<file path="config.mk">
export PLATFORM = sky130hd
export DESIGN_NAME = fpw_div_step
export DESIGN_NICKNAME = d
export VERILOG_FILES = /design/src/design/fpw_pkg.sv /design/src/design/fpw_div_step.sv
export SDC_FILE = /design/constraint.sdc
export NUM_CORES = 2
export LEC_CHECK = 0
export BUFFER_PORTS_ARGS = -buffer_cell sky130_fd_sc_hd__buf_2
export CAP_MARGIN = 40
export CORE_ASPECT_RATIO = 1.75
export CORE_MARGIN = 2
export CORE_UTILIZATION = 30
export DETAILED_ROUTE_END_ITERATION = 6
export SLEW_MARGIN = 20
export SYNTH_ARGS = -nofsm -noshare
export SYNTH_HDL_FRONTEND = slang
export SYNTH_SLANG_ARGS = --single-unit
</file>
<file path="constraint.sdc">
create_clock -name clk -period 5.65 [get_ports clk]
set_clock_uncertainty 0.15 [all_clocks]
set_input_delay 0.2825 -clock clk [delete_from_list [all_inputs] [get_ports clk]]
set_output_delay 0.2825 -clock clk [all_outputs]
set_load 0.1 [all_outputs]
</file>
<file path="src/design/fpw_pkg.sv">
package fpw_pkg;

    localparam int NUM_HARMONICS = 15;
    localparam int PHASE_BITS    = 12;
    localparam int HARM_W        = 6;
    localparam int QUARTER       = 1 << (PHASE_BITS - 2);
    localparam int TRIG_W        = 32;
    localparam int COEF_W        = 20;
    localparam int ACC_W         = 56;
    // |S| stays below 2^50, so (|S| + 200000) >> 7 fits in 44 bits
    localparam int NUM_W         = 44;
    localparam int SPLIT         = 22;
    localparam int RECIP_W       = 33;
    localparam int PP_W          = SPLIT + RECIP_W;
    localparam int SUM_W         = PP_W + SPLIT;
    localparam int QUO_W         = 33;
    localparam int DIVISOR       = 3125;
    // floor(2^44 / 3125); the estimate is low by at most one
    localparam logic [RECIP_W-1:0] RECIP = 33'd5629499534;

    typedef enum logic [2:0] {
        REG_MEAN   = 3'd0,
        REG_RATE   = 3'd1,
        REG_SWITCH = 3'd2,
        REG_SCALE  = 3'd3
    } cfg_reg_t;

    typedef struct packed {
        logic                  valid;
        logic                  pre;
        logic [PHASE_BITS-1:0] phase;
    } pipe_t;

    typedef struct packed {
        logic             valid;
        logic             pre;
        logic             neg;
        logic [NUM_W-1:0] num;
    } div_t;

    typedef struct packed {
        logic             valid;
        logic             pre;
        logic             neg;
        logic [QUO_W-1:0] quo;
    } quo_t;

    typedef logic [30:0] qsine_tab_t [QUARTER+1];

    // Quarter-wave sine in Q30, odd polynomial of degree 9, evaluated at elaboration
    function automatic qsine_tab_t build_qsine();
        qsine_tab_t  tab;
        logic [63:0] x;
        logic [63:0] x2;
        logic [63:0] p;
        logic [63:0] m;
        for (int r = 0; r <= QUARTER; r++)
        begin
            x  = 64'(r) << (30 - (PHASE_BITS - 2));
            x2 = (x * x) >> 30;
            p  = 64'd172272;
            p  = 64'd5026995 - ((x2 * p) >> 30);
            p  = 64'd85569306 - ((x2 * p) >> 30);
            p  = 64'd693598668 - ((x2 * p) >> 30);
            p  = 64'd1686629713 - ((x2 * p) >> 30);
            m  = (x * p) >> 30;
            if (m > 64'd1073741824)
                m = 64'd1073741824;
            tab[r] = m[30:0];
        end
        return tab;
    endfunction

    localparam qsine_tab_t QSINE_TAB = build_qsine();

    function automatic logic signed [TRIG_W-1:0] sine_q30(input logic [PHASE_BITS-1:0] a);
        logic [1:0]            quad;
        logic [PHASE_BITS-2:0] r;
        logic [30:0]           m;
        quad = a[PHASE_BITS-1 -: 2];
        r    = {1'b0, a[PHASE_BITS-3:0]};
        if (quad[0])
            r = (PHASE_BITS-1)'(QUARTER) - r;
        m = QSINE_TAB[r];
        return quad[1] ? -$signed({1'b0, m}) : $signed({1'b0, m});
    endfunction

    // Coefficients in units of 1e-5, harmonic number from one
    function automatic logic signed [COEF_W-1:0] cos_coef(input logic [HARM_W-1:0] hn);
        logic signed [COEF_W-1:0] c;
        case (hn)
            6'd1:    c = 20'sd283586;
            6'd2:    c = -20'sd109937;
            6'd3:    c = 20'sd70761;
            6'd4:    c = 20'sd48890;
            6'd5:    c = -20'sd29543;
            6'd6:    c = 20'sd11454;
            6'd7:    c = -20'sd37011;
            6'd8:    c = 20'sd23613;
            6'd9:    c = -20'sd4670;
            6'd10:   c = 20'sd8075;
            6'd11:   c = 20'sd550;
            6'd12:   c = -20'sd7736;
            6'd13:   c = 20'sd4093;
            6'd14:   c = -20'sd3809;
            6'd15:   c = 20'sd3868;
            default: c = '0;
        endcase
        return c;
    endfunction

    function automatic logic signed [COEF_W-1:0] sin_coef(input logic [HARM_W-1:0] hn);
        logic signed [COEF_W-1:0] c;
        case (hn)
            6'd1:    c = 20'sd13367;
            6'd2:    c = -20'sd85915;
            6'd3:    c = -20'sd104898;
            6'd4:    c = 20'sd71584;
            6'd5:    c = -20'sd6778;
            6'd6:    c = 20'sd22741;
            6'd7:    c = -20'sd13848;
            6'd8:    c = -20'sd15284;
            6'd9:    c = 20'sd8242;
            6'd10:   c = -20'sd7041;
            6'd11:   c = 20'sd12147;
            6'd12:   c = -20'sd3547;
            6'd13:   c = -20'sd1490;
            6'd14:   c = 20'sd1484;
            6'd15:   c = -20'sd5287;
            default: c = '0;
        endcase
        return c;
    endfunction

endpackage

</file>
<file path="src/design/fpw_div_step.sv">
// Divide by 3125: reciprocal multiply in two halves, then one correction step
module fpw_div_step (
    input  logic          clk,
    input  logic          rst_n,
    input  fpw_pkg::div_t in_div,
    output fpw_pkg::quo_t out_quo
);

    fpw_pkg::div_t                   div_a_reg, div_a_next;
    logic [fpw_pkg::PP_W-1:0]        phi_reg, phi_next;
    logic [fpw_pkg::PP_W-1:0]        plo_reg, plo_next;
    fpw_pkg::div_t                   div_b_reg, div_b_next;
    logic [fpw_pkg::QUO_W-1:0]       qest_reg, qest_next;
    fpw_pkg::quo_t                   quo_reg, quo_next;

    logic [fpw_pkg::SUM_W-1:0]       sum;
    logic [fpw_pkg::NUM_W-1:0]       back;
    logic [fpw_pkg::NUM_W-1:0]       rem;

    // Partial products of the upper and lower halves
    always_comb
    begin
        div_a_next = in_div;
        phi_next   = fpw_pkg::PP_W'(in_div.num[fpw_pkg::NUM_W-1:fpw_pkg::SPLIT]) *
                     fpw_pkg::PP_W'(fpw_pkg::RECIP);
        plo_next   = fpw_pkg::PP_W'(in_div.num[fpw_pkg::SPLIT-1:0]) *
                     fpw_pkg::PP_W'(fpw_pkg::RECIP);
    end

    // Combine and keep the quotient estimate
    always_comb
    begin
        sum        = {phi_reg, {fpw_pkg::SPLIT{1'b0}}} + fpw_pkg::SUM_W'(plo_reg);
        div_b_next = div_a_reg;
        qest_next  = sum[fpw_pkg::SUM_W-1 -: fpw_pkg::QUO_W];
    end

    // Bump the estimate when the remainder still holds a divisor
    always_comb
    begin
        back           = fpw_pkg::NUM_W'(fpw_pkg::NUM_W'(qest_reg) *
                                         fpw_pkg::NUM_W'(fpw_pkg::DIVISOR));
        rem            = div_b_reg.num - back;
        quo_next.valid = div_b_reg.valid;
        quo_next.pre   = div_b_reg.pre;
        quo_next.neg   = div_b_reg.neg;
        if (rem >= fpw_pkg::NUM_W'(fpw_pkg::DIVISOR))
            quo_next.quo = qest_reg + fpw_pkg::QUO_W'(1);
        else
            quo_next.quo = qest_reg;
    end

    always_ff @(posedge clk or negedge rst_n)
    begin
        if (!rst_n)
        begin
            div_a_reg <= '0;
            div_b_reg <= '0;
            quo_reg   <= '0;
        end
        else
        begin
            div_a_reg <= div_a_next;
            div_b_reg <= div_b_next;
            quo_reg   <= quo_next;
        end
    end

    always_ff @(posedge clk)
    begin
        phi_reg  <= phi_next;
        plo_reg  <= plo_next;
        qest_reg <= qest_next;
    end

    assign out_quo = quo_reg;

endmodule

</file>
==> flow_summary.toml <==
[cells_and_area]
utilization_pct = 40.2
final_cell_mix = "1029 x inv_1, 799 x buf_4, 691 x ha_1"
nFillCells = 12500
area_growth_pct = 33.0
n_antenna_cell = 0
seqCellArea_mm2 = 0.00572
multi_input_area_mm2 = 0.0317
final_common_cell = "inv_1"
largest_reg_flops = 54
final_net_count = 6318
fin_cells = 6546
final_layout_size_suffix_gt1_share_pct = 29.1

[sta]
setup_tns_ps = -35350
period_share_pct = 115
rsz0062_at_grt = "yes"
max_freq_ghz = 0.153
setup_viol = 71
min_period_ps = 6530
hold_violations = 0
layout_setup_ws_ps = -875
tightest_slew_ps = 677
maxSlewViolCount = 0
slew_headroom_pct = 54.5

[synthesis]
synth-async-reset-ratio_pct = 52.2
syn_inst = 3870
syn_avg_cell_area_um2 = 10.1
ys.flop_type = "dfrtp_1"
netlist_area_mm2 = 0.0393
synth_nets = 5344
synth_edf_count = 0
ys_types = 77
ys_ff_latch = 249
ys_seq_area_share_pct = 14.3
yosys_warnings = 0

[floorplan]
rows = 175
die_w_um = 278
die-height_um = 483
start_util_pct = 30.2
design.die.area_mm2 = 0.134
io_pins = 85
core_mm2 = 0.130

[grt]
grt_overflow = 0
grt_max_degree = 80
first_global_vias = 33600
antenna_found_initial = 3
grt_pass1_wl_mm = 187
track_usage_pct = 18.4

[route]
wire_per_inst_um = 18.7
drtPass1Iterations = 5
routed_via_density = 4.56
drt-initial-drc-count = 1053
antenna_left = 0
via_count = 29800
wl_mm = 123
post-route-drc-count = 0

[cts]
cts.sinks = 249
cts_buffers = 27
insertion_delay_ps = 590
cts_htree_levels = 1
clk_pin_slew_ps = 70
tritoncts = "built"
cts_root_buffer = "clkbuf_16"
clock_path_buffers = 3

[critical_path]
path_class = "flip-flop to flip-flop"
arrival_ps = 6830
crit_buf_inv = 8
ff2ff_setup_slack_ps = -880
critical-path-max-stage-delay_ps = 600
worst_setup_path_end_kind = "flip-flop"
path_max_fanout = 7
cp.required_ps = 5960
crit_slowest_cell = "fa_2"
startpoint_type = "flip-flop"
cp_common_cell = "buf_6"
critPathTopFamily = "adder cells"

[placed_design]
placed_cells = 6386
place_congestion = 0.984
io_buffers = 84
post-dp-hpwl_mm = 109

[flow_run]
cap_violations = 0

[status]
status = "finished with violations"
violations = "setup timing"

[hold_path]
hold_path_class = "input port to flip-flop"
worst min-delay path, cell delays in order:
cell	delay, ps
buf_2	100
buf_4	180
buf_4	160
layout make-up:
type / count / area share [%]
multi-input cells: 2499 / 60.7
repair buffers: 981 / 14.8
flip-flops and latches: 249 / 11.0
inverters: 1086 / 7.82
well taps: 1681 / 4.03
clock buffers: 34 / 1.38
clock inverters: 16 / 0.340
repair_timing:
action,4_1_cts,5_1_grt
endpoints found under the setup margin,75,86
pin swaps,110,138
endpoints found under the hold margin,116,8
hold buffers,39,1
setup buffers,40,44
cloned,3,0
gates resized for setup,209,194
through the flow:
stage	setup slack (ps)	cell area (um2)	hold WS (ps)
finish	-875	52200	40.6
floorplan	-795	40300	-163
global route	-1090	52200	24.0
detailed placement	-1310	48500	185
CTS	-952	51200	5.94
global placement	-1290	48500	181
path summary, 6_finish.rpt:
check,startpoint,endpoint,cells past startpoint
worst min register to register,div_a_reg[35],div_b_reg[35],0
max in group asynchronous,rst_n,out_quo[16],5
worst min-delay path,in_div[7],div_a_reg[7],3
worst max register to register,qest_reg[21],out_quo[10],25
min in group asynchronous,rst_n,div_a_reg[44],3
worst max-delay path,qest_reg[21],out_quo[10],25
cells by family after synthesis:
family | synth area share, %
adder cells (fa/ha/maj) | 57.7
buffers and inverters | 10.8
AO/OA/AOI/OAI | 7.45
AND/OR/NAND/NOR | 5.61
flip-flops | 14.3
XOR/XNOR | 3.90
multiplexers | 0.188
Yosys cell counts, drive strengths merged, types with 9 or more instances:
cell type	n	area, um2
inv	1086	4080
ha	784	9810
fa	641	12800
a21oi	148	756
dfrtp	130	3250
dfxtp	119	2380
nor2	116	435
nand2	110	415
xnor2	102	893
a21o	81	608
o21ai	76	380
xor2	73	639
nand4	42	263
nand3	38	190
nor3	28	145
o21bai	23	173
clkbuf	21	81.3
o21a	21	158
and3	20	125
buf	15	101
nand2b	15	93.8
or2	15	93.8
a211oi	14	105
nor2b	14	87.6
o211ai	11	82.6
a31oi	10	62.6
nor4	9	77.6
metal layers:
metal	wire, um	part of all wire, %	global-route usage, %	up-vias
met4	10500	8.6	13.1	0
met1	41600	34	17.7	14900
li1	-	-	-	14100
met2	68200	56	36.9	554
met3	2260	1.8	1.11	343
met5	0	0	0	-
Power is not shown: default switching activity piles up to over one toggle a cycle in this logic, so the estimate is an artifact.
